File: src/hw/rtl/ttdp_pkg.sv
package ttdp_pkg;

    localparam int CORDIC_STEPS_DEF = 16;
    localparam int TABLE_LEN        = 24;
    localparam int ATAN_IDX_W       = 5;

    // Q4.12 pi and Q.24 half pi
    localparam logic signed [18:0] PI_Q12      = 19'sd12868;
    localparam logic signed [18:0] TWO_PI_Q12  = 19'sd25736;
    localparam logic signed [27:0] HALF_PI_Q24 = 28'sd26353589;
    localparam logic [15:0]        INV_GAIN_Q16 = 16'd39797;

    localparam logic [1:0] OP_POSE = 2'd0;
    localparam logic [1:0] OP_GOAL = 2'd1;
    localparam logic [1:0] OP_TICK = 2'd2;

    localparam logic [2:0] CFG_ANG_GAIN  = 3'd0;
    localparam logic [2:0] CFG_LIN_GAIN  = 3'd1;
    localparam logic [2:0] CFG_DIST_THR  = 3'd2;
    localparam logic [2:0] CFG_AIM_THR   = 3'd3;
    localparam logic [2:0] CFG_FINAL_THR = 3'd4;

    localparam int VEC_W = 37;   // CORDIC x/y width
    localparam int ANG_W = 28;   // CORDIC angle, Q.24

    typedef struct packed {
        logic [1:0]         opcode;
        logic signed [31:0] pos_x;
        logic signed [31:0] pos_y;
        logic signed [15:0] heading;
    } t_in_req;

    typedef struct packed {
        logic signed [15:0] linear_velocity;
        logic signed [15:0] angular_velocity;
        logic               waypoint_active;
    } t_out_rsp;

    typedef struct packed {
        logic                    done;
        logic signed [VEC_W-1:0] x;
        logic signed [ANG_W-1:0] z;
    } t_cordic_res;

    function automatic logic [23:0] atan_q24(input logic [ATAN_IDX_W-1:0] idx);
        logic [23:0] v;
        case (idx)
            5'd0:  v = 24'd13176795;
            5'd1:  v = 24'd7778716;
            5'd2:  v = 24'd4110060;
            5'd3:  v = 24'd2086331;
            5'd4:  v = 24'd1047214;
            5'd5:  v = 24'd524117;
            5'd6:  v = 24'd262123;
            5'd7:  v = 24'd131069;
            5'd8:  v = 24'd65536;
            5'd9:  v = 24'd32768;
            5'd10: v = 24'd16384;
            5'd11: v = 24'd8192;
            5'd12: v = 24'd4096;
            5'd13: v = 24'd2048;
            5'd14: v = 24'd1024;
            5'd15: v = 24'd512;
            5'd16: v = 24'd256;
            5'd17: v = 24'd128;
            5'd18: v = 24'd64;
            5'd19: v = 24'd32;
            5'd20: v = 24'd16;
            5'd21: v = 24'd8;
            5'd22: v = 24'd4;
            5'd23: v = 24'd2;
            default: v = 24'd0;
        endcase
        return v;
    endfunction

endpackage

File: src/hw/rtl/ttdp_mult.sv
module ttdp_mult (
    input  logic               i_clk,
    input  logic               i_en,
    input  logic signed [37:0] i_a,
    input  logic signed [16:0] i_b,
    output logic signed [54:0] o_p
);
    logic signed [54:0] r_p;

    always_ff @(posedge i_clk) begin
        if (i_en) begin
            r_p <= i_a * i_b;
        end
    end

    assign o_p = r_p;
endmodule

File: src/hw/rtl/ttdp_cordic.sv
module ttdp_cordic #(
    parameter int CORDIC_STEPS = ttdp_pkg::CORDIC_STEPS_DEF
) (
    input  logic                  i_clk,
    input  logic                  i_rst_n,
    input  logic                  i_start,
    input  logic signed [32:0]    i_dx,
    input  logic signed [32:0]    i_dy,
    output ttdp_pkg::t_cordic_res o_res
);
    localparam int STEPS = (CORDIC_STEPS > ttdp_pkg::TABLE_LEN) ?
                           ttdp_pkg::TABLE_LEN : CORDIC_STEPS;
    localparam int CW = $clog2(STEPS);
    localparam int VW = ttdp_pkg::VEC_W;
    localparam int AW = ttdp_pkg::ANG_W;

    logic signed [VW-1:0] r_x, r_y, n_x, n_y, xs, ys, x0, y0;
    logic signed [AW-1:0] r_z, n_z, at;
    logic [CW-1:0]        r_i;
    logic                 r_busy, r_done;

    assign x0 = VW'(i_dx);
    assign y0 = VW'(i_dy);
    assign xs = r_x >>> r_i;
    assign ys = r_y >>> r_i;
    assign at = AW'($signed({1'b0,
                ttdp_pkg::atan_q24(ttdp_pkg::ATAN_IDX_W'(r_i))}));

    always_comb begin
        n_x = r_x;
        n_y = r_y;
        n_z = r_z;
        if (i_start) begin
            n_x = x0;
            n_y = y0;
            n_z = '0;
            // quarter turn first so the micro-rotations converge
            if (i_dx < 0) begin
                if (i_dy >= 0) begin
                    n_x = y0;
                    n_y = -x0;
                    n_z = ttdp_pkg::HALF_PI_Q24;
                end else begin
                    n_x = -y0;
                    n_y = x0;
                    n_z = -ttdp_pkg::HALF_PI_Q24;
                end
            end
        end else if (r_busy) begin
            if (r_y >= 0) begin
                n_x = r_x + ys;
                n_y = r_y - xs;
                n_z = r_z + at;
            end else begin
                n_x = r_x - ys;
                n_y = r_y + xs;
                n_z = r_z - at;
            end
        end
    end

    always_ff @(posedge i_clk) begin
        r_x <= n_x;
        r_y <= n_y;
        r_z <= n_z;
        if (!i_rst_n) begin
            r_busy <= 1'b0;
            r_done <= 1'b0;
            r_i    <= '0;
        end else begin
            r_done <= 1'b0;
            if (i_start) begin
                r_busy <= 1'b1;
                r_i    <= '0;
            end else if (r_busy) begin
                if (r_i == CW'(STEPS - 1)) begin
                    r_busy <= 1'b0;
                    r_done <= 1'b1;
                end else begin
                    r_i <= r_i + 1'b1;
                end
            end
        end
    end

    assign o_res.done = r_done;
    assign o_res.x    = r_x;
    assign o_res.z    = r_z;
endmodule

File: src/hw/rtl/turn_then_drive_pose_controller.sv
// Channel  | Direction | Handshake               | Payload
// in       | input     | i_in_valid / o_in_stall | i_in_req (ttdp_pkg::t_in_req)
// out      | output    | o_out_valid / i_out_stall | o_out_rsp (ttdp_pkg::t_out_rsp)
// cfg      | input     | i_cfg_valid / o_cfg_ready | i_cfg_index, i_cfg_data
//
// Pose and goal requests are taken while idle. A control tick, once a goal has been
// seen, stalls the input until its result is registered, and it passes through these steps:
// CORDIC_STEPS vectoring steps (capped at TABLE_LEN), one step to see the CORDIC finish, two passes through the
// shared multiplier with a distance step between them, and the result step.
// Synchronous active-low reset clears pose, goal and flags, and loads the
// default gains and thresholds. A stalled result is held in the output
// register; the next tick waits in its last step only while that is occupied.
module turn_then_drive_pose_controller #(
    parameter int CORDIC_STEPS = ttdp_pkg::CORDIC_STEPS_DEF
) (
    input  logic               i_clk,
    input  logic               i_rst_n,
    input  logic               i_in_valid,
    output logic               o_in_stall,
    input  ttdp_pkg::t_in_req  i_in_req,
    output logic               o_out_valid,
    input  logic               i_out_stall,
    output ttdp_pkg::t_out_rsp o_out_rsp,
    input  logic               i_cfg_valid,
    output logic               o_cfg_ready,
    input  logic [2:0]         i_cfg_index,
    input  logic [15:0]        i_cfg_data
);
    localparam logic [2:0] S_IDLE = 3'd0;
    localparam logic [2:0] S_CORD = 3'd1;
    localparam logic [2:0] S_DMUL = 3'd2;
    localparam logic [2:0] S_DIST = 3'd3;
    localparam logic [2:0] S_DEC  = 3'd4;
    localparam logic [2:0] S_RES  = 3'd5;

    logic [2:0]         r_state;
    logic signed [31:0] r_rx, r_ry, r_gx, r_gy;
    logic signed [15:0] r_ryaw, r_gyaw;
    logic               r_pend, r_seen;
    logic [15:0]        r_ang_gain, r_lin_gain, r_dist_thr;
    logic [14:0]        r_aim_thr, r_fin_thr;
    logic               r_zero;
    logic signed [16:0] r_bear;
    logic [35:0]        r_dist;
    logic               r_rot, r_drv, r_fin_ok;
    ttdp_pkg::t_out_rsp r_out;
    logic               r_out_valid;

    logic               in_acc, tick_go, out_free;
    logic signed [32:0] dx, dy;
    ttdp_pkg::t_cordic_res cres;
    logic               mul_en;
    logic signed [37:0] mul_a;
    logic signed [16:0] mul_b;
    logic signed [54:0] prod;

    logic signed [27:0] zr;
    logic signed [16:0] ferr, absf;
    logic signed [18:0] berr0, berr1, berr, aimed, absa;
    logic               near, rot, drv;
    logic [54:0]        dsum;
    logic signed [54:0] lsum, asum;
    logic signed [38:0] aq;
    logic signed [15:0] lin_sat, ang_sat;

    assign in_acc     = i_in_valid && !o_in_stall;
    assign o_in_stall = (r_state != S_IDLE);
    assign o_cfg_ready = 1'b1;
    assign tick_go    = in_acc && (i_in_req.opcode == ttdp_pkg::OP_TICK) && r_seen;
    assign out_free   = !r_out_valid || !i_out_stall;

    assign dx = 33'(r_gx) - 33'(r_rx);
    assign dy = 33'(r_gy) - 33'(r_ry);

    ttdp_cordic #(.CORDIC_STEPS(CORDIC_STEPS)) u_cordic (
        .i_clk   (i_clk),
        .i_rst_n (i_rst_n),
        .i_start (tick_go),
        .i_dx    (dx),
        .i_dy    (dy),
        .o_res   (cres)
    );

    ttdp_mult u_mult (
        .i_clk (i_clk),
        .i_en  (mul_en),
        .i_a   (mul_a),
        .i_b   (mul_b),
        .o_p   (prod)
    );

    // decision arithmetic
    assign zr    = cres.z + 28'sd2048;
    assign ferr  = 17'(r_gyaw) - 17'(r_ryaw);
    assign absf  = (ferr < 0) ? -ferr : ferr;
    assign berr0 = 19'(r_bear) - 19'(r_ryaw);
    assign berr1 = (berr0 > ttdp_pkg::PI_Q12) ? berr0 - ttdp_pkg::TWO_PI_Q12 : berr0;
    assign berr  = (berr1 < -ttdp_pkg::PI_Q12) ? berr1 + ttdp_pkg::TWO_PI_Q12 : berr1;
    assign near  = r_dist < {20'd0, r_dist_thr};
    assign aimed = near ? 19'(ferr) : berr;
    assign absa  = (aimed < 0) ? -aimed : aimed;
    assign rot   = r_pend && (absa > $signed({4'd0, r_aim_thr}));
    assign drv   = r_pend && !near && !rot;

    always_comb begin
        mul_en = 1'b0;
        mul_a  = $signed({1'b0, cres.x});
        mul_b  = $signed({1'b0, ttdp_pkg::INV_GAIN_Q16});
        if (r_state == S_DMUL) begin
            mul_en = 1'b1;
        end else if (r_state == S_DEC) begin
            mul_en = 1'b1;
            if (rot) begin
                mul_a = 38'(aimed);
                mul_b = $signed({1'b0, r_ang_gain});
            end else begin
                mul_a = $signed({2'b0, r_dist});
                mul_b = $signed({1'b0, r_lin_gain});
            end
        end
    end

    assign dsum = prod + 55'sd32768;
    assign lsum = prod + 55'sd524288;
    assign asum = prod + 55'sd32768;
    assign aq   = 39'(asum >>> 16);

    assign lin_sat = (lsum[54:20] > 35'd32767) ? 16'sd32767 : $signed(lsum[35:20]);
    assign ang_sat = (aq > 39'sd32767)  ? 16'sd32767 :
                     (aq < -39'sd32768) ? -16'sd32768 : aq[15:0];

    always_ff @(posedge i_clk) begin
        if (!i_rst_n) begin
            r_state     <= S_IDLE;
            r_rx        <= '0;
            r_ry        <= '0;
            r_ryaw      <= '0;
            r_gx        <= '0;
            r_gy        <= '0;
            r_gyaw      <= '0;
            r_pend      <= 1'b0;
            r_seen      <= 1'b0;
            r_ang_gain  <= 16'd22938;
            r_lin_gain  <= 16'd42598;
            r_dist_thr  <= 16'd6554;
            r_aim_thr   <= 15'd614;
            r_fin_thr   <= 15'd410;
            r_out_valid <= 1'b0;
        end else begin
            if (r_state == S_RES && out_free) begin
                r_out_valid <= 1'b1;
            end else if (!i_out_stall) begin
                r_out_valid <= 1'b0;
            end
            if (i_cfg_valid && o_cfg_ready) begin
                case (i_cfg_index)
                    ttdp_pkg::CFG_ANG_GAIN:  r_ang_gain <= i_cfg_data;
                    ttdp_pkg::CFG_LIN_GAIN:  r_lin_gain <= i_cfg_data;
                    ttdp_pkg::CFG_DIST_THR:  r_dist_thr <= i_cfg_data;
                    ttdp_pkg::CFG_AIM_THR:   r_aim_thr  <= i_cfg_data[14:0];
                    ttdp_pkg::CFG_FINAL_THR: r_fin_thr  <= i_cfg_data[14:0];
                    default: ;
                endcase
            end
            case (r_state)
                S_IDLE: begin
                    if (in_acc) begin
                        case (i_in_req.opcode)
                            ttdp_pkg::OP_POSE: begin
                                r_rx   <= i_in_req.pos_x;
                                r_ry   <= i_in_req.pos_y;
                                r_ryaw <= i_in_req.heading;
                            end
                            ttdp_pkg::OP_GOAL: begin
                                r_gx   <= i_in_req.pos_x;
                                r_gy   <= i_in_req.pos_y;
                                r_gyaw <= i_in_req.heading;
                                r_pend <= 1'b1;
                                r_seen <= 1'b1;
                            end
                            default: ;
                        endcase
                        if (tick_go) begin
                            r_state <= S_CORD;
                        end
                    end
                end
                S_CORD: if (cres.done) r_state <= S_DMUL;
                S_DMUL: r_state <= S_DIST;
                S_DIST: r_state <= S_DEC;
                S_DEC:  r_state <= S_RES;
                S_RES: begin
                    if (out_free) begin
                        if (r_fin_ok) begin
                            r_pend <= 1'b0;
                        end
                        r_state <= S_IDLE;
                    end
                end
                default: r_state <= S_IDLE;
            endcase
        end
    end

    // datapath registers
    always_ff @(posedge i_clk) begin
        if (tick_go) begin
            r_zero <= (dx == 33'sd0) && (dy == 33'sd0);
        end
        if (r_state == S_CORD && cres.done) begin
            r_bear <= r_zero ? 17'sd0 : 17'($signed(zr[27:12]));
        end
        if (r_state == S_DIST) begin
            r_dist <= r_zero ? 36'd0 : dsum[51:16];
        end
        if (r_state == S_DEC) begin
            r_rot <= rot;
            r_drv <= drv;
            // an idle or arrived robot counts as near
            r_fin_ok <= (near || !(rot || drv)) &&
                        (absf < $signed({2'b0, r_fin_thr}));
        end
        if (r_state == S_RES && out_free) begin
            r_out.linear_velocity  <= r_drv ? lin_sat : 16'sd0;
            r_out.angular_velocity <= r_rot ? ang_sat : 16'sd0;
            r_out.waypoint_active  <= r_pend && !r_fin_ok;
        end
    end

    assign o_out_valid = r_out_valid;
    assign o_out_rsp   = r_out;

`ifndef SYNTHESIS
    a_done_in_cord: assert property (@(posedge i_clk) disable iff (!i_rst_n)
        cres.done |-> (r_state == S_CORD))
        else $error("CORDIC finished outside its wait step");
    a_rsp_from_res: assert property (@(posedge i_clk) disable iff (!i_rst_n)
        $rose(o_out_valid) |-> ($past(r_state) == S_RES))
        else $error("result raised without a finished tick");
    a_active_seen: assert property (@(posedge i_clk) disable iff (!i_rst_n)
        (o_out_valid && o_out_rsp.waypoint_active) |-> r_seen)
        else $error("active waypoint before any goal");
    a_no_both: assert property (@(posedge i_clk) disable iff (!i_rst_n)
        (r_state == S_RES) |-> !(r_rot && r_drv))
        else $error("turn and drive chosen together");
`endif
endmodule
File: config.mk
export PLATFORM = sky130hd
export DESIGN_NAME = turn_then_drive_pose_controller
export DESIGN_NICKNAME = d
export VERILOG_FILES = /design/src/hw/rtl/ttdp_pkg.sv /design/src/hw/rtl/ttdp_mult.sv /design/src/hw/rtl/ttdp_cordic.sv /design/src/hw/rtl/turn_then_drive_pose_controller.sv
export SDC_FILE = /design/constraint.sdc
export NUM_CORES = 2
export LEC_CHECK = 0
export BUFFER_PORTS_ARGS = -buffer_cell sky130_fd_sc_hd__buf_4
export CORE_MARGIN = 2
export CORE_UTILIZATION = 59
export DETAILED_ROUTE_END_ITERATION = 12
export GPL_ROUTABILITY_DRIVEN = 0
export PLACE_DENSITY = 0.76
export SYNTH_ARGS = -nofsm -noshare
export SYNTH_HDL_FRONTEND = slang
export SYNTH_SLANG_ARGS = --single-unit
File: constraint.sdc
create_clock -name i_clk -period 15.3 [get_ports i_clk]
set_input_delay 0 -clock i_clk [delete_from_list [all_inputs] [get_ports i_clk]]
set_output_delay 0 -clock i_clk [all_outputs]
set_load 0.01 [all_outputs]
== Yosys cells after proc, flatten, opt, wreduce, memory -nomap -nowiden ==
Memory sizes are Yosys's and may differ from the RTL's. A register that Yosys moved wholly into a read port is not among the register bits.
Cells that the tools add are included.

* Flip-flop bits (word level): 496
* ROM bits: 384
* Input port bits: 106
* Memories kept: 1

* Add/subtract/negate cells: 20
* Multipliers: 1
* Magnitude comparators: 13
* Equality and inequality tests: 19
* Shifts and indexed selects: 2
* Muxes and demuxes: 49
* Bitwise logic cells: 5
* Reduce and logical (&&, ||, !) cells: 43

{| class="wikitable"
|+ Memories
! name !! words !! bits a word !! read ports !! clocked after Yosys merged registers in !! write ports !! line !! text
|-
| (name not given) || 16 || 24 || 1 || 1 || 0 || ttdp_pkg.sv:47 || <nowiki>case (idx)</nowiki>
|}

{| class="wikitable"
|+ Operators with widths
! kind !! count
|-
| $mux W37 || 10
|-
| $mux W28 || 5
|-
| $mux W38 || 3
|-
| $mux W19 || 4
|-
| $add A37 B37 Y37 || 2
|-
| $neg A33 Y37 || 2
|-
| $sshr A37 B4 Y37 || 2
|-
| $sub A37 B37 Y37 || 2
|-
| $logic_not A33 Y1 || 2
|-
| $sub A32 B32 Y33 || 2
|-
| $mux W16 || 4
|-
| $add A55 B17 Y55 const B || 1
|-
| $add A55 B21 Y55 const B || 1
|-
| $mul A38 B17 Y55 || 1
|-
| $gt A39 B16 Y1 const B || 1
|-
| $lt A39 B16 Y1 const B || 1
|-
| $ge A37 B1 Y1 const B || 1
|-
| $lt A36 B16 Y1 || 1
|-
| $gt A35 B15 Y1 const B || 1
|-
| $sub A16 B16 Y17 || 2
|-
| $ge A33 B1 Y1 const B || 1
|-
| $lt A33 B1 Y1 const B || 1
|-
| $mux W15 || 2
|-
| $add A28 B13 Y28 const B || 1
|-
| other kinds (41) || 99
|}

== Depth between registers and ports, before layout ==
* Depth after elaboration: 16
* Mapped depth: 78
* Depth with buffers taken out: 73

== Cells and area by module ==
A second synthesis with hierarchy kept.

* Cell total of the unflattened synthesis: 7,684
* Area, all modules: 65,310.1 um2

{| class="wikitable"
|+ By module, submodules not included
! module !! times used !! cells an instance !! area each (um2)
|-
| ttdp_mult || 1 || 2,598 || 23,707.7
|-
| turn_then_drive_pose_controller || 1 || 2,875 || 23,020.8
|-
| ttdp_cordic || 1 || 2,211 || 18,581.6
|}

== Worst setup path after synthesis ==
OpenSTA, ideal clock, no wires.

* Kind: reg2reg
* Start: register r_bear[0]
* End: register u_mult.r_p[52] (netlist: u_mult.o_p[52]) (data pin)
* Setup time: 258 ps
* Arrival time: 15,685 ps
* Data required time: 15,042 ps
* Setup slack: -642 ps
* Cell stages (with the launch flop): 76
* Clock period less this slack: 15,942 ps
* Cell sequence: edfxtp_1 -> inv_1 -> ha_1 -> fa_1 -> nand2b_1 -> a21boi_0 -> nor2_1 -> xnor2_1 -> ha_1 -> inv_1 -> a2111oi_1 -> nand2b_1 -> a311oi_1 -> nor4_2 -> nor2_1 -> buf_2 -> mux2i_1 -> ha_1 -> (+40 left out) -> ha_1 -> a211oi_1 -> a21oi_1 -> nor2_1 -> inv_1 -> and3_1 -> a31o_2 -> o2111ai_1 -> a211oi_1 -> nor3_1 -> nor3_1 -> o31a_1 -> o311a_1 -> o21a_1 -> o21a_1 -> or2_2 -> a21oi_1 -> xnor2_1

* Word-level cells in the longest chain between the ends: 14
* Elaborated cells between the ends (all ways): 20

{| class="wikitable"
|+ Ends and longest elaborated chain
! what !! line !! text
|-
| start, declared || turn_then_drive_pose_controller.sv:43 || <nowiki>logic signed [16:0] r_bear;</nowiki>
|-
| start signal, assigned || turn_then_drive_pose_controller.sv:211 || <nowiki>r_bear <= r_zero ? 17'sd0 : 17'($signed(zr[27:12]));</nowiki>
|-
| $sub A16 B16 Y17 (*) || turn_then_drive_pose_controller.sv:96 || <nowiki>assign berr0 = 19'(r_bear) - 19'(r_ryaw);</nowiki>
|-
| $sub A17 B16 Y18 or $gt A17 B15 Y1 (tied branches) || turn_then_drive_pose_controller.sv:97 || <nowiki>assign berr1 = (berr0 > ttdp_pkg::PI_Q12) ? berr0 - ttdp_pkg::TWO_PI_Q12 : berr0;</nowiki>
|-
| $mux W19 (*) || turn_then_drive_pose_controller.sv:97 ||
|-
| $add A19 B16 Y19 or $lt A19 B15 Y1 (tied branches) || turn_then_drive_pose_controller.sv:98 || <nowiki>assign berr = (berr1 < -ttdp_pkg::PI_Q12) ? berr1 + ttdp_pkg::TWO_PI_Q12 : berr1;</nowiki>
|-
| $mux W19 (*) || turn_then_drive_pose_controller.sv:98 ||
|-
| $mux W19 (*) || turn_then_drive_pose_controller.sv:100 || <nowiki>assign aimed = near ? 19'(ferr) : berr;</nowiki>
|-
| $neg A19 Y19 or $lt A19 B1 Y1 (tied branches) || turn_then_drive_pose_controller.sv:101 || <nowiki>assign absa = (aimed < 0) ? -aimed : aimed;</nowiki>
|-
| $mux W19 || turn_then_drive_pose_controller.sv:101 ||
|-
| $gt A19 B16 Y1 || turn_then_drive_pose_controller.sv:102 || <nowiki>assign rot = r_pend && (absa > $signed({4'd0, r_aim_thr}));</nowiki>
|-
| $logic_and A1 B1 Y1 || turn_then_drive_pose_controller.sv:102 ||
|-
| $mux W38 or $mux W16 (tied branches) || turn_then_drive_pose_controller.sv:113 || <nowiki>if (rot) begin</nowiki>
|-
| $mux W38 or $mux W16 (tied branches) || turn_then_drive_pose_controller.sv:111 || <nowiki>end else if (r_state == S_DEC) begin</nowiki>
|-
| $mux W38 or $mux W16 (tied branches) || turn_then_drive_pose_controller.sv:109 || <nowiki>if (r_state == S_DMUL) begin</nowiki>
|-
| $mul A38 B17 Y55 (*) || ttdp_mult.sv:12 || <nowiki>r_p <= i_a * i_b;</nowiki>
|-
| end signal, assigned || ttdp_mult.sv:12 ||
|-
| end, declared || ttdp_mult.sv:8 || <nowiki>logic signed [54:0] r_p;</nowiki>
|}

Mark *: on every way between the ends. The rest lies on a longest branch, timed or not.
A chain may end at the register's enable or synchronous reset.

== Final worst setup path ==
* Start: register r_bear[0]
* End: register u_mult.r_p[54] (netlist: u_mult.o_p[54]) (data pin)

The elaborated chain is that of the path after synthesis.

==> metrics.yaml <==
outcome:
  status: "finished clean"
sta:
  fmax_mhz: 65.8
  period_needed_ps: 15200
  slew_headroom_pct: 8.68
  rsz0062_at_grt: "yes"
  hold_viol: 0
  period_share_pct: 99.4
  maxSlewViolCount: 0
  final-setup-viol-count: 0
  tightest_slew_ps: 1350
  hold_slack_ps: 39.6
  skew_ps: 73.4
grt:
  overflow: 0
  groute.usage.overall_pct: 35.3
  grt_pass1_vias: 55200
  grt_pass1_wl_mm: 300
  antenna_found_initial: 2
  grt_max_degree: 123
run:
  maxCapViolations: 0
route:
  via_per_inst: 6.16
  via_count: 56400
  ant_nets: 0
  firstDrtPassIters: 7
  wl_per_cell_microns: 21.1
  dr.first_iter.drc_count: 6622
  wirelength_mm: 193
  drc: 0
synth:
  yosys-top-cells-area: "fa_1, edfxtp_1, dfxtp_1"
  synthTopCellsByCount: "nand2_1, inv_1, fa_1"
  synth_area_sq_mm: 0.0615
  synth_top_area_cell: "fa_1"
  ys_async_sr_fraction_pct: 0
  ys_seq_area_share_pct: 20.2
  synth_top_area_share_pct: 18.8
  yosys_warnings: 0
  syn_area_per_cell_sq_um: 8.31
  synth_edf_count: 231
  ys_types: 106
  synthFlopType: "dfxtp_1"
  synthCells: 7393
  yosysMostFrequentCell: "nand2_1"
  ys_seq_elements: 504
  syn_nets: 8463
power_and_ir_drop:
  pwr-share-comb_pct: 49.9
  total_power_w: 0.00600
  p_sw_share_pct: 39.9
  seqPwrFrac_pct: 25.4
  peakVddDrop_mv: 0.103
  p_int_w: 0.00360
  p_switching_w: 0.00240
  power.leakage_nw: 30.1
  p_clk_share_pct: 24.7
  p_per_area_mw_per_mm2: 85.7
critical_path:
  worstPathRequired_ps: 15680
  arrival_ps: 15580
  worst-path-max-fanout: 7
  critical_path.endpoint_type: "flop"
  crit_slowest_cell: "fa_1"
  setup.worst_path.start_class: "flop"
  cp_common_cell: "o21a_1"
  worst-setup-path-type: "reg -> reg"
  crit_family: "compound AO/OA/AOI/OAI gates"
  crit_path_max_incr_delay_ps: 550
  crit_buf_inv: 12
die:
  start_util_pct: 59.4
  ios: 142
  die_h_microns: 327
  row_count: 118
  die_w_microns: 327
  core_sq_mm: 0.103
  dieArea_sq_mm: 0.107
layout:
  syn2layout_area_growth_pct: 14.0
  nets: 8806
  fillers: 8093
  final_layout_size_suffix_gt1_share_pct: 12.2
worst_hold_path:
  hold_path.class: "in -> reg"
clock_network:
  cts_buffers: 56
  root_buffer: "clkbuf_16"
  cts_tree: "done"
  cts.htree.levels: 2
  clock_latency_ps: 710
  cts_buffer_depth: 3
  clock_sinks: 504
  path_clk_slew_ps: 70
placement:
  post-dp-hpwl_mm: 149
  numPortBuffers: 140
==> cell type report <==
cell class	instances	area, sq um	area share (%)
antenna	1	2.50	0.00357
clock buffer	68	1590	2.27
clock inverter	38	444	0.634
inverter	909	3430	4.89
multi-input combinational	5604	45000	64.2
sequential	504	12400	17.7
tap	1380	1730	2.47
timing repair buffer	661	5490	7.83
==> registers in the layout, summed over array words and instances (netlist names), 3 cells and up <==
name          count
o_out_rsp        33
r_aim_thr        15
r_ang_gain       16
r_bear           16
r_dist           36
r_dist_thr       16
r_fin_thr        15
r_gx             32
r_gy             32
r_gyaw           16
r_lin_gain       16
r_rx             32
r_ry             32
r_ryaw           16
r_state           3
u_cordic.at      23
u_cordic.r_i      4
u_cordic.r_x     37
u_cordic.r_y     37
u_cordic.r_z     28
u_mult.o_p       40
==> path summary, 6_finish.rpt <==
kind	slack [ps]	cells after the start	start	end
setup / recovery	100	76	r_bear[0]$_SDFFCE_PP0P_	u_mult.o_p[54]$_DFFE_PP_
hold / removal	40	4	i_cfg_index[2]	r_fin_thr[2]$_SDFFE_PN0P_
setup reg to reg	100	76	r_bear[0]$_SDFFCE_PP0P_	u_mult.o_p[54]$_DFFE_PP_
hold reg to reg	460	2	r_ry[26]$_SDFFE_PN0P_	r_ry[26]$_SDFFE_PN0P_
==> power by group through the flow <==
| stage | sequential, W | combinational [W] | clock, W |
|---|---|---|---|
| finish | 0.00152 | 0.00300 | 0.00148 |
| global route | 0.00152 | 0.00325 | 0.00154 |
| CTS | 0.00152 | 0.00272 | 0.00149 |
| detailed placement | 0.00155 | 0.00265 | 0 |
| global placement | 0.00155 | 0.00258 | 0 |
| floorplan | 0.00154 | 0.00176 | 0 |
==> worst register-to-register path, delay by kind of cell, from the launching register on <==
kind	cells	cell delay (ps)
AOI/OAI and AO/OA	35	6520
xor gates and xnor gates	2	240
adders and majority gates	12	4480
buffers and inverters	12	990
DFF	1	340
muxes	2	540
and+or+nand+nor	13	1850
==> layer usage <==
metal | global-route usage, % | routed length, microns
met3 | 9.49 | 23500
met2 | 55.8 | 86300
met5 | 0 | 82
met1 | 45.5 | 73200
met4 | 15.7 | 10200
==> cells by family after synthesis <==
kind of cell	synth area share, %
mux	3.27
xor+xnor	6.60
compound gates	17.0
simple gates	18.2
buf+inv	8.07
fa+ha+maj	26.7
flops	20.2
other cells	0.0122
==> per-stage QoR <==
step / setup TNS, ps / std cells / utilization, % / cell area, sq um / setup slack, ps
finish: 0 / 9165 / 67.7 / 70000 / 97.9
global route: -2130 / 9164 / 67.7 / 70000 / -345
CTS: 0 / 9110 / 66.5 / 68800 / 69.2
detailed placement: -2240 / 8893 / 63.4 / 65600 / -486
global placement: -128 / 8893 / 63.4 / 65600 / -115
floorplan: 0 / 7393 / - / 61500 / 34.0
==> timing repair <==
item / CTS / global route
resized for setup: 22 / 180
pin swaps: 5 / 122
cloned: 0 / 1
hold buffers: 111 / 0
endpoints found under the setup margin: 9 / 15
setup buffers: 0 / 53
hold endpoints to repair: 284 / 0
==> cell usage in the layout, fill, tap and decap left out, drive strengths merged, types with 38 or more instances in the layout <==
master and n:
nor2b 70, ha 386, dlygate4sd3 111, o21ai 341
and3 66, nand2 1151, nand4 52, nor2 431
xnor2 307, or3 55, nand3 227, a31oi 48
a21o 79, a21oi 379, edfxtp 231, fa 578
a21boi 272, o21a 45, inv 916, xor2 156
and2 51, o211ai 91, a211oi 57, mux4 49
buf 549, dfxtp 273, nor3 119, o21bai 38
clkbuf 69, mux2i 76, o31ai 54, or2 48
nand2b 81
Note: power is estimated with default switching activity, not from simulation.
